`src/hdl/token_ring_termination_detect_top_defines.svh`:
```
// Assertion macros used by the top module of the termination detector.
`ifndef TOKEN_RING_TERMINATION_DETECT_TOP_DEFINES_SVH
`define TOKEN_RING_TERMINATION_DETECT_TOP_DEFINES_SVH

// The consequent must hold in the same cycle as the antecedent.
`define TRD_ASSERT_NOW(label, clk, rst, ante, cons) \
   label: assert property (@(posedge clk) disable iff (rst) (ante) |-> (cons)) \
      else $error("assertion failed: same-cycle check");

// The consequent must hold in the cycle after the antecedent.
`define TRD_ASSERT_NEXT(label, clk, rst, ante, cons) \
   label: assert property (@(posedge clk) disable iff (rst) (ante) |=> (cons)) \
      else $error("assertion failed: next-cycle check");

`endif

```
`src/hdl/trd_pkg.sv`:
```
package trd_pkg;

   typedef struct packed {
      logic valid;
      logic black;
   } pass_type;

   typedef struct packed {
      logic go;
      logic work;
      logic finish;
   } step_type;

   localparam int unsigned NODE_W   = 6;
   localparam int unsigned ACTIVE_W = 7;

endpackage

```
`src/hdl/trd_cell.sv`:
```
module trd_cell #(
   parameter bit IS_MASTER = 1'b0
) (
   input  logic              clock,
   input  logic              reset,
   input  trd_pkg::step_type step,
   input  logic              hit,
   input  trd_pkg::pass_type pass_in,
   output logic              holds,
   output logic              taint,
   output trd_pkg::pass_type pass_out
);

   logic holds_ff, holds_in;
   logic node_black_ff, node_black_in;
   logic token_black_ff, token_black_in;
   logic turn;
   logic node_black_eff;

   always_comb begin
      turn           = step.go & hit & holds_ff;
      node_black_eff = node_black_ff | (step.go & hit & step.work);
      taint          = node_black_eff | token_black_ff;
      holds          = holds_ff;
   end

   // The master's token always leaves white; a passing cell also clears its marks.
   always_comb begin
      pass_out.valid = turn & ~step.finish;
      pass_out.black = turn & ~step.finish & taint & ~IS_MASTER;
   end

   always_comb begin
      holds_in       = holds_ff;
      node_black_in  = node_black_eff;
      token_black_in = token_black_ff;
      if (turn) begin
         node_black_in  = 1'b0;
         token_black_in = 1'b0;
         if (!step.finish) begin
            holds_in = 1'b0;
         end
      end
      if (pass_in.valid) begin
         holds_in       = 1'b1;
         token_black_in = pass_in.black;
      end
   end

   always_ff @(posedge clock) begin
      if (reset) begin
         holds_ff       <= IS_MASTER;
         node_black_ff  <= 1'b1;
         token_black_ff <= 1'b0;
      end else begin
         holds_ff       <= holds_in;
         node_black_ff  <= node_black_in;
         token_black_ff <= token_black_in;
      end
   end

endmodule

```
`src/hdl/token_ring_termination_detect_top.sv`:
```
// Termination detector for a ring of worker nodes passing a coloured token.
// Input channel (req_): one word per idle report, carrying the node's ring
// position and a flag saying whether it did work since its last report.
// Result channel (rsp_): one word per report, giving the sticky done flag,
// whether the token moved, its colour and whether the report was rejected.
// Configuration (csr_): csr_wr_en writes the active node count; write it only
// while idle (not enforced by the block). The result word appears in the cycle
// after acceptance. One report is taken per cycle unless req_stall is high;
// each node is a cell of a ring; the token moves to the next cell in that cycle.
// While the receiver stalls a waiting result, req_stall is raised and no
// report is taken; the result word holds until it is taken.
// Reset empties the output register, gives the token to node 0, marks every
// node black, clears the termination flag and sets the active count to 64.
`include "token_ring_termination_detect_top_defines.svh"

module token_ring_termination_detect_top #(
   parameter int unsigned MAX_NODES = 64
) (
   input  logic       clock,
   input  logic       reset,
   input  logic       req_valid,
   output logic       req_stall,
   input  logic [5:0] req_node_index,
   input  logic       req_work_happened,
   output logic       rsp_valid,
   input  logic       rsp_stall,
   output logic       rsp_global_done,
   output logic       rsp_token_moved,
   output logic       rsp_token_sent_black,
   output logic       rsp_report_error,
   input  logic       csr_wr_en,
   input  logic [6:0] csr_wr_data
);

   localparam int unsigned CMP_W =
      ($clog2(MAX_NODES + 1) > trd_pkg::ACTIVE_W) ? $clog2(MAX_NODES + 1) : trd_pkg::ACTIVE_W;

   logic [trd_pkg::ACTIVE_W-1:0] active_ff, active_in;
   logic [trd_pkg::ACTIVE_W-1:0] ring_count;
   logic                         prev_clean_ff, prev_clean_in;
   logic                         terminated_ff, terminated_in;
   logic                         rsp_valid_ff, rsp_valid_in;
   logic                         done_ff, moved_ff, black_ff, error_ff;

   logic             req_accept;
   logic             node_error;
   logic             failed;
   logic             master_turn;
   logic             finish;
   logic             moved;
   logic             sent_black;
   trd_pkg::step_type step;

   logic [MAX_NODES-1:0] hit_vec;
   logic [MAX_NODES-1:0] last_vec;
   logic [MAX_NODES-1:0] holds_vec;
   logic [MAX_NODES-1:0] taint_vec;
   logic [MAX_NODES-1:0] pass_valid_vec;
   logic [MAX_NODES-1:0] pass_black_vec;
   trd_pkg::pass_type    pass_out [MAX_NODES];
   trd_pkg::pass_type    pass_in  [MAX_NODES];
   trd_pkg::pass_type    wrap_pass;

   always_comb begin
      active_in = csr_wr_en ? csr_wr_data : active_ff;
      priority if (active_ff == '0) begin
         ring_count = trd_pkg::ACTIVE_W'(1);
      end else if (CMP_W'(active_ff) > CMP_W'(MAX_NODES)) begin
         ring_count = trd_pkg::ACTIVE_W'(MAX_NODES);
      end else begin
         ring_count = active_ff;
      end
   end

   always_comb begin
      req_stall  = rsp_valid_ff & rsp_stall;
      req_accept = req_valid & ~req_stall;
      node_error = ({1'b0, req_node_index} >= ring_count)
                 | (req_work_happened & terminated_ff);
   end

   always_comb begin
      failed        = taint_vec[0];
      master_turn   = req_accept & ~node_error & ~terminated_ff & hit_vec[0] & holds_vec[0];
      finish        = master_turn & prev_clean_ff & ~failed;
      step.go       = req_accept & ~node_error & ~terminated_ff;
      step.work     = req_work_happened;
      step.finish   = finish;
      prev_clean_in = (master_turn & ~finish) ? ~failed : prev_clean_ff;
      terminated_in = terminated_ff | finish;
      moved         = |pass_valid_vec;
      sent_black    = |pass_black_vec;
      wrap_pass.valid = |(pass_valid_vec & last_vec);
      wrap_pass.black = |(pass_black_vec & last_vec);
   end

   for (genvar i = 0; i < MAX_NODES; i++) begin : g_ring
      assign hit_vec[i]        = (32'(req_node_index) == 32'(i));
      assign last_vec[i]       = (32'(ring_count) - 32'd1 == 32'(i));
      assign pass_valid_vec[i] = pass_out[i].valid;
      assign pass_black_vec[i] = pass_out[i].black;

      if (i == 0) begin : g_wrap
         assign pass_in[i] = wrap_pass;
      end else begin : g_link
         assign pass_in[i].valid = pass_out[i-1].valid & ~last_vec[i-1];
         assign pass_in[i].black = pass_out[i-1].black & ~last_vec[i-1];
      end

      trd_cell #(
         .IS_MASTER (i == 0)
      ) u_cell (
         .clock    (clock),
         .reset    (reset),
         .step     (step),
         .hit      (hit_vec[i]),
         .pass_in  (pass_in[i]),
         .holds    (holds_vec[i]),
         .taint    (taint_vec[i]),
         .pass_out (pass_out[i])
      );
   end

   always_comb begin
      if (req_accept) begin
         rsp_valid_in = 1'b1;
      end else if (!rsp_stall) begin
         rsp_valid_in = 1'b0;
      end else begin
         rsp_valid_in = rsp_valid_ff;
      end
   end

   always_ff @(posedge clock) begin
      if (reset) begin
         active_ff     <= trd_pkg::ACTIVE_W'(64);
         prev_clean_ff <= 1'b1;
         terminated_ff <= 1'b0;
         rsp_valid_ff  <= 1'b0;
      end else begin
         active_ff     <= active_in;
         prev_clean_ff <= prev_clean_in;
         terminated_ff <= terminated_in;
         rsp_valid_ff  <= rsp_valid_in;
      end
   end

   always_ff @(posedge clock) begin
      if (req_accept) begin
         done_ff  <= terminated_in;
         moved_ff <= moved;
         black_ff <= sent_black;
         error_ff <= node_error;
      end
   end

   assign rsp_valid            = rsp_valid_ff;
   assign rsp_global_done      = done_ff;
   assign rsp_token_moved      = moved_ff;
   assign rsp_token_sent_black = black_ff;
   assign rsp_report_error     = error_ff;

   `TRD_ASSERT_NOW(a_single_token, clock, reset, 1'b1, $onehot(holds_vec))
   `TRD_ASSERT_NEXT(a_done_sticky, clock, reset, terminated_ff, terminated_ff)
   `TRD_ASSERT_NEXT(a_late_work_rejected, clock, reset,
      req_accept && terminated_ff && req_work_happened, rsp_valid && rsp_report_error)
   `TRD_ASSERT_NOW(a_no_move_when_done, clock, reset, rsp_valid,
      !(rsp_token_moved && rsp_global_done))

endmodule

```
`config.mk`:
```
export PLATFORM = sky130hd
export DESIGN_NAME = token_ring_termination_detect_top
export DESIGN_NICKNAME = d
export VERILOG_FILES = /design/src/hdl/trd_pkg.sv /design/src/hdl/trd_cell.sv /design/src/hdl/token_ring_termination_detect_top.sv
export VERILOG_INCLUDE_DIRS = /design/src /design/src/hdl
export SDC_FILE = /design/constraint.sdc
export NUM_CORES = 1
export LEC_CHECK = 0
export ABC_AREA = 1
export BUFFER_PORTS_ARGS = -buffer_cell sky130_fd_sc_hd__buf_2
export CAP_MARGIN = 25
export CORE_MARGIN = 5
export CORE_UTILIZATION = 30
export DETAILED_ROUTE_END_ITERATION = 8
export GPL_TIMING_DRIVEN = 1
export PLACE_DENSITY_LB_ADDON = 0.1
export SETUP_SLACK_MARGIN = 0.2
export SYNTH_ARGS = -nofsm -noshare
export SYNTH_HDL_FRONTEND = slang
export SYNTH_HIERARCHICAL = 1
export SYNTH_SLANG_ARGS = --single-unit
export TNS_END_PERCENT = 5
```
`constraint.sdc`:
```
create_clock -name clock -period 16.3 [get_ports clock]
set_input_delay 1.63 -clock clock [delete_from_list [all_inputs] [get_ports clock]]
set_output_delay 1.63 -clock clock [all_outputs]
set_load 0.1 [all_outputs]
```
==> out/results.ini <==
[status]
status=completed

[die]
initial_core_util_pct=30.2
die_y_microns=229
core_area_sq_mm=0.0475
die_w_microns=229
design.portCount=25
core.rowCount=80
die_area_sq_mm=0.0523

[cells_and_area]
multiInputGateArea_sq_mm=0.00799
area_growth_pct=12.9
nFillCells=5289
final_area_sq_mm=0.0162
drive_gt1_share_pct=13.0
layout.area.seq_sq_mm=0.00416
nets=2408

[placement]
io_buffers=24
placed_area_sq_mm=0.0152
dp_hpwl_microns=35300
gp_congestion=0.846

[sta]
setup_violations=0
max-slew-margin-rel_pct=34.7
rsz0062_at_grt=false
period_share_pct=39.4
clock_skew_ps=11.0
maxSlewViolCount=0
max_slew.worst_pin.slew_ps=980
hold_viol=0
max_freq_mhz=156
period_needed_ps=6420
finalSetupTns_ps=0

[clocking]
clk_pin_slew_ps=60
post_cts_buffers=0
hold_buffers=0
cts_resized=0
cts_buffers=29
clockBufferDepth=3
clock_sink_count=206
cts_tree=built
insertion_delay_ps=560
ctsHtreeMaxLevel=1
cts-root-buf=clkbuf_16

[critical_path]
rrSetupSlack_ps=9880
timing.critical_path.slowest_cell_delay_ps=750
critPathTopFamily=simple AND/OR/NAND/NOR gates
crit_fanout=80
crit_top_cell=nand2_1
worstSetupPathType=reg2reg
end_kind=flop
worstPathArrival_ps=6710
path_cells=inv_2 -> nand2_1 -> inv_1 -> nand2_2 -> nand2_2 -> ha_1 -> nand4_1 -> o211ai_1 -> nor2_4 -> buf_4 -> nand3_1 -> nand2_1 -> or2_1 -> nor2_1 -> nand2_1 -> inv_6 -> buf_4 -> nor2_2 -> nor4_1 -> nand4_1 -> or4_1
required_ps=16600
critPathSlowestCell=dfxtp_1
critPathLaunchType=flop
critical_path_buf_inv_count=5

[drt]
vias_per_cell=4.68
routedWlPerCell_microns=16.1
drtIter0Drc=871
wl_met3_microns=2180
dr_wl_met2_microns=21700
drtPass1Iterations=5
highest_layer=met5
num_vias=14118
drc=0
wl_met1_microns=22900
postRouteAntennaNets=0
totalWireLength_microns=48500

[power]
combPwrFrac_pct=8.0
swShare_pct=26.6
seq_power_share_pct=40.8
p_sw_uw=332
p_leak_nw=7.49
p_int_uw=918
peakVddDrop_uv=78.1
p_per_area_mw_per_mm2=77.2
power_frac_clock_pct=51.2

[logic_synthesis]
synth_nets=2363
ys_seq_elements=206
synth_top_cell_by_area=dfxtp_1
yosysMostFrequentCell=nand2_1
async_flop_share_pct=0
synth-edff-count=4
ys_top_cells_by_count=566 x nand2_1, 537 x inv_1, 263 x nor2_1
synth.area.top_cells=dfxtp_1 28%, nand2_1 15%, inv_1 14%, nor2_1 6.9%, nand3b_2 4.9%
yosysUniqueCellTypes=36
yosysWarnings=6
ys_seq_area_share_pct=29.0
syn_area_per_cell_sq_um=6.14
netlist_area_sq_mm=0.0143
synthCells=2338
synth-main-ff-cell=dfxtp_1
synth_top_area_share_pct=28.2

[grt]
antenna_found_initial=2
grtUsageTotal_pct=18.0
gr-total-overflow=0
grt_pass1_wl_microns=75500
grt_pass1_vias=13362
grt_start_max_net_pins=143

[worst_hold_path]
hold_path_class=reg2reg

[flow_run]
drv_cap=0

-- worst paths after layout --
| kind | start | to | cells after the start |
|---|---|---|---|
| setup / recovery | active_ff[6] | rsp_token_moved | 21 |
| setup reg to reg | active_ff[6] | rsp_token_moved | 21 |
| hold reg to reg | g_ring[12].u_cell/token_black_ff | g_ring[12].u_cell/token_black_ff | 2 |
| hold / removal | g_ring[12].u_cell/token_black_ff | g_ring[12].u_cell/token_black_ff | 2 |
-- layer usage --
| metal | vias up | track usage, % |
|---|---|---|
| met5 | - | 0 |
| met4 | 2 | 6.45 |
| met3 | 80 | 2.47 |
| met2 | 275 | 29.8 |
| met1 | 6406 | 24.2 |
| li1 | 7355 | - |
-- layout make-up --
class,count,share of cell area [%]
Multi-Input combinational cell,1559,49.3
Sequential cell,206,25.7
Inverter,549,12.8
Clock buffer,40,5.29
Tap cell,615,4.75
Timing Repair Buffer,38,1.48
Clock inverter,9,0.626
Antenna cell,1,0.0155
-- worst reg2reg max path, stage by stage, from the launching register on --
cell      delay (ps)
dfxtp_1          750
inv_2            250
nand2_1          160
inv_1             60
nand2_2          130
nand2_2          150
ha_1             310
nand4_1           70
o211ai_1         330
nor2_4            70
buf_4            320
nand3_1          170
nand2_1           70
or2_1            200
nor2_1           130
nand2_1          160
inv_6            660
buf_4            740
nor2_2           170
nor4_1           590
nand4_1          230
or4_1            420
-- sequential cells by signal, indices dropped and copies added (netlist names) --
signal                        cells
active_ff                         7
g_ring.u_cell/holds              64
rsp_valid                         1
g_ring.u_cell/node_black_ff      64
terminated_ff                     1
rsp_global_done                   1
rsp_report_error                  1
prev_clean_ff                     1
rsp_token_moved                   1
g_ring.u_cell/token_black_ff     64
rsp_token_sent_black              1
-- layout by cell type (no fill, tap or decap), types with 6 or more instances in the layout --
| cell type | count |
|---|---|
| nand2_1 | 566 |
| dfxtp_1 | 202 |
| buf_4 | 14 |
| nor2_1 | 262 |
| nand3_1 | 116 |
| clkbuf_8 | 9 |
| o21ai_0 | 73 |
| o21bai_1 | 63 |
| nor2_2 | 64 |
| nand2_2 | 6 |
| nand4_1 | 56 |
| nand3b_2 | 63 |
| a21oi_1 | 140 |
| nand3_2 | 68 |
| nor4_1 | 28 |
| buf_2 | 23 |
| inv_2 | 12 |
| inv_1 | 536 |
| nor3_1 | 27 |
| ha_1 | 6 |
| clkbuf_16 | 29 |
-- power groups by stage --
stage / clock [mW] / combinational (mW) / sequential [mW]
after CTS: 0.665 / 0.101 / 0.510
after global placement: 0 / 0.100 / 0.521
final: 0.640 / 0.100 / 0.510
after detailed placement: 0 / 0.101 / 0.521
after global routing: 0.682 / 0.110 / 0.510
after floorplan: 0 / 0.0570 / 0.525
-- cell families after synthesis --
| group | share of synthesized area (%) |
|---|---|
| and+or+nand+nor | 43.9 |
| buffers and inverters | 15.4 |
| AOI/OAI and AO/OA | 11.2 |
| DFF | 29.0 |
| adders and majority gates | 0.523 |
| other | 0.0261 |
-- per-stage QoR --
step / util [%] / power [mW] / setup slack (ps) / std cells / hold slack [ps]
floorplan: - / 0.582 / 1160 / 2338 / 433
global placement: 32.0 / 0.621 / 9460 / 2967 / 442
detailed placement: 32.0 / 0.622 / 9360 / 2967 / 445
CTS: 34.0 / 1.28 / 9830 / 3016 / 455
global route: 34.1 / 1.30 / 9470 / 3017 / 472
finish: 34.1 / 1.25 / 9880 / 3017 / 453
(Power assumes the default switching activity.)
